**src/design/rpf_pkg.sv**
```systemverilog
// rpf_pkg: shared constants and types for the resonance pair finder
// depends on nothing
`default_nettype none
package rpf_pkg;
    localparam int MaxParticles  = 256;
    localparam int MaxCandidates = 63;
    localparam logic [63:0] DistSqLimit = 64'd281474976;
    localparam int IdxW = $clog2(MaxParticles);
    localparam int CntW = IdxW + 1;
    localparam int CandW = 6;

    localparam logic [2:0] REG_MASS   = 3'd0;
    localparam logic [2:0] REG_WINDOW = 3'd1;
    localparam logic [2:0] REG_FSA    = 3'd2;
    localparam logic [2:0] REG_FSB    = 3'd3;
    localparam logic [2:0] REG_SSA    = 3'd4;
    localparam logic [2:0] REG_SSB    = 3'd5;
    localparam logic [2:0] REG_CH2ON  = 3'd6;
    localparam logic [2:0] REG_CHECK  = 3'd7;

    // controller to datapath commands
    typedef struct packed {
        logic           load;      // input beat accepted
        logic           rd;        // read pair (a,b) from lists
        logic           chan;      // channel of pair being read
        logic [IdxW-1:0] a_idx;
        logic [IdxW-1:0] b_idx;
        logic           clear;     // end of event reset of counts
    } rpf_cmd_t;

    // datapath to controller status
    typedef struct packed {
        logic [CntW-1:0] cnt0;
        logic [CntW-1:0] cnt1;
        logic [CntW-1:0] cnt2;
        logic [CntW-1:0] cnt3;
        logic            drop;
        logic            ch2on;
    } rpf_stat_t;
endpackage
`default_nettype wire

```
**src/design/rpf_ctrl.sv**
```systemverilog
// rpf_ctrl: state machine that walks the pair lists and emits results
// depends on rpf_pkg
`default_nettype none
module rpf_ctrl
(
    input  wire logic clk,
    input  wire logic rst_n,
    input  wire logic start,
    input  wire logic end_of_event,
    output logic busy,
    output rpf_pkg::rpf_cmd_t cmd,
    input  rpf_pkg::rpf_stat_t stat,
    input  wire logic pass,
    output logic take,            // emit the pair held by the datapath
    output logic marker,          // emit the end of event marker
    output logic marker_ovf
);
    import rpf_pkg::*;

    typedef enum logic [3:0] {
        S_IDLE  = 4'b0001,
        S_PAIR  = 4'b0010,
        S_DRAIN = 4'b0100,
        S_MARK  = 4'b1000
    } state_t;

    localparam int DrainCycles = 7;

    state_t state_reg, state_next;
    logic chan_reg, chan_next;
    logic [CntW-1:0] a_reg, a_next, b_reg, b_next;
    logic [2:0] drain_reg, drain_next;
    logic [CandW-1:0] ncand_reg, ncand_next;
    logic cdrop_reg, cdrop_next;
    logic [CntW-1:0] la, lb;
    logic ch2_reg, ch2_next;
    logic accept;

    assign accept = start && !busy;
    assign busy = state_reg != S_IDLE;
    assign la = chan_reg ? stat.cnt2 : stat.cnt0;
    assign lb = chan_reg ? stat.cnt3 : stat.cnt1;
    assign take = pass && ncand_reg < CandW'(MaxCandidates);

    // next state
    always_comb
    begin
        state_next = state_reg;
        chan_next  = chan_reg;
        a_next     = a_reg;
        b_next     = b_reg;
        drain_next = drain_reg;
        // channel two enable sampled when pairing starts
        ch2_next   = (state_reg == S_IDLE) ? stat.ch2on : ch2_reg;
        ncand_next = take ? ncand_reg + CandW'(1) : ncand_reg;
        cdrop_next = cdrop_reg | (pass && !take);
        cmd.load   = accept;
        cmd.rd     = 1'b0;
        cmd.chan   = chan_reg;
        cmd.a_idx  = a_reg[IdxW-1:0];
        cmd.b_idx  = b_reg[IdxW-1:0];
        cmd.clear  = 1'b0;
        marker     = 1'b0;
        marker_ovf = stat.drop | cdrop_reg;
        case (state_reg)
            S_IDLE:
            begin
                if (accept && end_of_event)
                begin
                    state_next = S_PAIR;
                    chan_next = 1'b0;
                    a_next = '0;
                    b_next = '0;
                    ncand_next = '0;
                    cdrop_next = 1'b0;
                end
            end
            S_PAIR:
            begin
                if (a_reg >= la || lb == '0)
                begin
                    if (!chan_reg && ch2_reg)
                    begin
                        chan_next = 1'b1;
                        a_next = '0;
                        b_next = '0;
                    end
                    else
                    begin
                        state_next = S_DRAIN;
                        drain_next = '0;
                    end
                end
                else
                begin
                    cmd.rd = 1'b1;
                    if (b_reg + CntW'(1) >= lb)
                    begin
                        b_next = '0;
                        a_next = a_reg + CntW'(1);
                    end
                    else
                        b_next = b_reg + CntW'(1);
                end
            end
            S_DRAIN:
            begin
                drain_next = drain_reg + 3'd1;
                if (drain_reg == 3'(DrainCycles - 1))
                    state_next = S_MARK;
            end
            S_MARK:
            begin
                marker = 1'b1;
                cmd.clear = 1'b1;
                state_next = S_IDLE;
            end
            default: state_next = S_IDLE;
        endcase
    end

    always_ff @(posedge clk or negedge rst_n)
    begin
        if (!rst_n)
        begin
            state_reg <= S_IDLE;
            chan_reg  <= 1'b0;
            a_reg     <= '0;
            b_reg     <= '0;
            drain_reg <= '0;
            ncand_reg <= '0;
            cdrop_reg <= 1'b0;
            ch2_reg   <= 1'b0;
        end
        else
        begin
            state_reg <= state_next;
            chan_reg  <= chan_next;
            a_reg     <= a_next;
            b_reg     <= b_next;
            drain_reg <= drain_next;
            ncand_reg <= ncand_next;
            cdrop_reg <= cdrop_next;
            ch2_reg   <= ch2_next;
        end
    end
endmodule
`default_nettype wire

```
**config.mk**
```make
export PLATFORM = sky130hd
export DESIGN_NAME = rpf_ctrl
export DESIGN_NICKNAME = d
export VERILOG_FILES = /design/src/design/rpf_pkg.sv /design/src/design/rpf_ctrl.sv
export SDC_FILE = /design/constraint.sdc
export NUM_CORES = 1
export LEC_CHECK = 0
export BUFFER_PORTS_ARGS = -buffer_cell sky130_fd_sc_hd__buf_2
export CORE_ASPECT_RATIO = 1.2
export CORE_MARGIN = 4
export CORE_UTILIZATION = 43
export CTS_BUF_LIST = sky130_fd_sc_hd__clkbuf_4 sky130_fd_sc_hd__clkbuf_8
export DETAILED_ROUTE_END_ITERATION = 8
export PLACE_DENSITY = 0.75
export SLEW_MARGIN = 30
export SYNTH_ARGS = -nofsm -noshare
export SYNTH_HDL_FRONTEND = slang
export SYNTH_SLANG_ARGS = --single-unit
export TNS_END_PERCENT = 30
```
**constraint.sdc**
```tcl
create_clock -name clk -period 4.5 [get_ports clk]
set_input_delay 0.675 -clock clk [delete_from_list [all_inputs] [get_ports clk]]
set_output_delay 0.675 -clock clk [all_outputs]
set_load 0.03 [all_outputs]
```
## Word level (Yosys, flattened, before mapping)

Cells that the tools add are included.

| word-level totals | value |
|---|---|
| input port bits | 43 |
| register bits after elaboration | 34 |
| output and inout bits | 24 |
| word-level logic and storage cells | 77 |

| cells by class | value |
|---|---|
| mux-type cells | 30 |
| $lt $le $gt $ge | 3 |
| eq/ne operators | 13 |
| add/sub/neg operators | 4 |
| reductions and logical operators | 17 |
| bitwise gates (word level) | 2 |

Operators with widths:

| operator | count |
|---|---|
| $mux 9 | 8 |
| $pmux 9 s2 | 2 |
| $add 9x1->9 const B | 2 |
| $ge 9x9->1 | 2 |
| $mux 6 | 3 |
| $mux 4 | 4 |
| $pmux 4 s3 | 1 |
| $reduce_and 4->1 | 3 |
| $logic_not 9->1 | 1 |
| $mux 1 | 8 |
| $ne 2x2->1 const B | 4 |
| $add 6x1->6 const B | 1 |
| $lt 6x6->1 const B | 1 |
| $mux 3 | 2 |
| $ne 3x3->1 const B | 2 |
| $pmux 3 s2 | 1 |
| $reduce_and 3->1 | 2 |
| $logic_and 1x1->1 | 5 |
| $eq 4x1->1 const B | 1 |
| $eq 4x2->1 const B | 1 |
| $eq 4x3->1 const B | 1 |
| $eq 4x4->1 const B | 1 |
| $ne 4x1->1 const B | 1 |
| $reduce_bool 2->1 | 2 |
| other kinds (7) | 10 |

## Longest topological paths before layout

| depth | value |
|---|---|
| depth after elaboration | 7 |
| mapped depth | 13 |
| depth with buffers taken out | 11 |

## Worst setup path after synthesis

No wires, ideal clock.

| path | value |
|---|---|
| path kind | reg2out |
| start | reg chan_reg |
| end | out cmd[18] in the netlist's numbering |
| slack | 1006 ps |
| data arrival time | 2819 ps |
| path buffers | 4 |
| cell stages (with the launch flop) | 12 |
| data required time | 3825 ps |
| cell sequence | dfrtp_1 -> buf_2 -> buf_1 -> mux2i_1 -> ha_1 -> and3_1 -> o21ai_0 -> nand3_1 -> or4_4 -> inv_2 -> buf_6 -> buf_8 |

RTL lines:

| item | line | source |
|---|---|---|
| from (decl) | rpf_ctrl.sv:30 | `logic chan_reg, chan_next;` |
| from (signal assigned) | rpf_ctrl.sv:138 | `chan_reg <= chan_next;` |
| to (decl) | rpf_ctrl.sv:11 | `output rpf_pkg::rpf_cmd_t cmd,` |

==> impl_metrics.env <==
export IMPL_yosys_warnings=0
export IMPL_tightest_slew_ns=0.755
export IMPL_cts_sinks=34
export IMPL_peakVddDrop_uv=198
export IMPL_grt_pass1_vias=2000
export IMPL_ys_seq_elements=34
export IMPL_seqPwrFrac_pct=43.8
export IMPL_drt_met1_wl_um=2410
export IMPL_cts_root_buf="clkbuf_8"
export IMPL_num_nets_final=373
export IMPL_synth_seq_area_share_pct=34.1
export IMPL_ctsResizeCount=0
export IMPL_critPathTopFamily="simple AND/OR/NAND/NOR gates"
export IMPL_crit_slowest_cell="dfrtp_1"
export IMPL_drive_gt1_share_pct=27.6
export IMPL_dp_hpwl_um=4310
export IMPL_areaGrowthSynthToFinish_pct=13.0
export IMPL_synth_area_mm2=0.00250
export IMPL_skew_ns=0.00284
export IMPL_slew_headroom_pct=49.6
export IMPL_rsz0062_at_grt="false"
export IMPL_crit_path_start_kind="flop"
export IMPL_antenna_found_initial=0
export IMPL_status="finished clean"
export IMPL_dieArea_mm2=0.00711
export IMPL_path_max_fanout=20
export IMPL_combPwrFrac_pct=29.4
export IMPL_htree_num_levels=2
export IMPL_grt_usage_pct=15.8
export IMPL_cellInternalPower_w=0.000575
export IMPL_hold_worst_slack_ns=0.459
export IMPL_cts_tree="built"
export IMPL_vias=2101
export IMPL_insertion_delay_ns=0.28
export IMPL_cap_violations=0
export IMPL_wirelength_um=5540
export IMPL_cp_arrival_ns=3.16
export IMPL_cpPeakStageDelay_ns=0.68
export IMPL_postRouteAntennaNets=0
export IMPL_die_h_um=91.6
export IMPL_gp_congestion=0.788
export IMPL_timing_critical_path_buf_inv=2
export IMPL_top_layer="met4"
export IMPL_drt_iter0_markers=107
export IMPL_die_w_um=77.6
export IMPL_cp_data_required_time_ns=3.83
export IMPL_post_route_period_util_pct=85.2
export IMPL_drc=0
export IMPL_leakage_nw=1.43
export IMPL_synth_edff_count=0
export IMPL_cp_cell_sequence="mux2i_1 > ha_1 > a21o_1 > o21ai_0 > nand3_1 > or4_4 > inv_2 > buf_2"
export IMPL_cts_setup_buffers=0
export IMPL_critPathKind="flop to output port"
export IMPL_sw_frac_of_total_pct=34.0
export IMPL_wl_met3_um=215
export IMPL_clkPwrFrac_pct=26.8
export IMPL_cts_buffers=5
export IMPL_grt_pass1_wl_um=9210
export IMPL_wl_met2_um=2850
export IMPL_fin_tns_setup_ns=0
export IMPL_end_kind="output port"
export IMPL_slew_viol_final=0
export IMPL_core_mm2=0.00567
export IMPL_p_per_area_mw_per_mm2=308
export IMPL_initial_core_util_pct=44.2
export IMPL_max_freq_ghz=0.261
export IMPL_antennaDiodeCount=0
export IMPL_clk_pin_slew_worst_paths_ns=0.07
export IMPL_cts_buffer_depth=2
export IMPL_drt_pre_antenna_iters=4
export IMPL_synth_cell_types=46
export IMPL_power_switching_w=0.000296
export IMPL_via_per_inst=5.41
export IMPL_cts_hold_buf=0
export IMPL_hp_class="primary input to async pin"
export IMPL_gr_total_overflow=0
export IMPL_setup_viol=0
export IMPL_finalCriticalPeriod_ns=3.83
export IMPL_grt_max_degree=35
export IMPL_synth_nets=328
export IMPL_wire_per_inst_um=14.3
export IMPL_rows=30
export IMPL_postSynthCellCount=262
export IMPL_io_buffers=66
export IMPL_hold_viol=0
export IMPL_synth_main_ff_cell="dfrtp_1"
export IMPL_top_level_ports=67
export IMPL_syn_avg_cell_area_um2=9.55
export IMPL_async_flop_share_pct=100
[Yosys cell counts, types with 2 or more instances]
library cell / n / area [um2]
mux2_2: 3 / 33.8
xor2_1: 6 / 52.6
or2_2: 2 / 12.5
nor2_1: 16 / 60.1
mux2i_1: 18 / 180
o31ai_1: 2 / 15.0
a31o_1: 2 / 17.5
a21oi_1: 6 / 30.0
xnor2_1: 5 / 43.8
o21ai_1: 2 / 10.0
nor3_1: 2 / 10.0
and2_1: 3 / 18.8
inv_1: 8 / 30.0
nand2b_1: 2 / 12.5
a21o_1: 7 / 52.6
a41oi_1: 2 / 17.5
a2111oi_0: 2 / 17.5
buf_4: 20 / 150
nor4b_1: 4 / 35.0
nand3_1: 15 / 75.1
ha_1: 23 / 288
clkbuf_1: 3 / 11.3
nor4_1: 3 / 18.8
and3_1: 9 / 56.3
dfrtp_1: 33 / 826
buf_2: 3 / 15.0
o21ai_0: 7 / 35.0
nand2_1: 12 / 45.0
or3_1: 3 / 18.8
a31oi_1: 19 / 119
a32o_1: 5 / 50.1
[worst paths after layout]
| check | from | to | slack [ns] | cells past startpoint |
|---|---|---|---|---|
| max in group asynchronous | rst_n | a_reg[2] | 3.56 | 1 |
| min in group clk | cdrop_reg | cdrop_reg | 0.50 | 2 |
| min reg2reg | cdrop_reg | cdrop_reg | 0.50 | 2 |
| max reg2reg | chan_reg | a_reg[4] | 1.00 | 10 |
| max | chan_reg | cmd[18] | 0.67 | 8 |
| min | rst_n | b_reg[1] | 0.46 | 1 |
[layout make-up]
type,instances,area [um2]
clock buffers,6,82.6
clock inverters,2,12.5
fillers,530,2840
inverters,9,33.8
multi-input cells,190,1410
flip-flops and latches,34,852
well taps,80,100
repair buffers,67,338
[power by group through the flow]
stage	logic, W	registers (W)	clock network (W)
2_1_floorplan	0.000213	0.000368	0
3_3_place_gp	0.000250	0.000385	0
3_5_place_dp	0.000257	0.000389	0
4_1_cts	0.000260	0.000382	0.000237
5_1_grt	0.000292	0.000388	0.000249
6_report	0.000256	0.000381	0.000234
[layer usage]
layer,vias up,GRT usage [%]
met5,-,0
met4,0,3.26
met3,6,2.98
met2,50,28.2
met1,999,19.6
li1,1046,-
[cells by family (layout without fill, tap and decap cells)]
kind of cell / count (synthesis) / in the layout / share of synthesized area, %
buffers and inverters: 38 / 84 / 9.60
XOR/XNOR: 11 / 11 / 3.85
adder cells (fa/ha/maj): 23 / 23 / 11.5
multiplexers: 21 / 21 / 8.55
flip-flops: 34 / 34 / 34.1
AO/OA/AOI/OAI: 58 / 58 / 15.7
AND/OR/NAND/NOR: 77 / 77 / 16.7
[through the flow]
step	total power [W]	utilization (%)	worst slack (ns)	area [um2]	instances
after CTS	0.000880	49.9	0.639	2830	388
after global routing	0.000929	49.9	0.481	2830	388
after floorplan	0.000581	-	1.01	2500	262
after global placement	0.000635	48.2	1.02	2730	380
final	0.000872	49.9	0.667	2830	388
after detailed placement	0.000646	48.2	0.941	2730	380
[cells in the final DEF, fill, tap and decap left out, types with 4 or more instances in the layout]
cell / Yosys / final
a21o_1: 7 / 7
a21oi_1: 6 / 6
a31oi_1: 19 / 19
a32o_1: 5 / 5
and3_1: 9 / 9
buf_2: 3 / 66
clkbuf_8: 0 / 6
dfrtp_1: 33 / 33
ha_1: 23 / 23
inv_1: 8 / 8
mux2i_1: 18 / 18
nand2_1: 12 / 12
nand3_1: 15 / 15
nor2_1: 16 / 16
nor4b_1: 4 / 4
o21ai_0: 7 / 7
xnor2_1: 5 / 5
xor2_1: 6 / 6
Power figures use the tool's default switching activity.
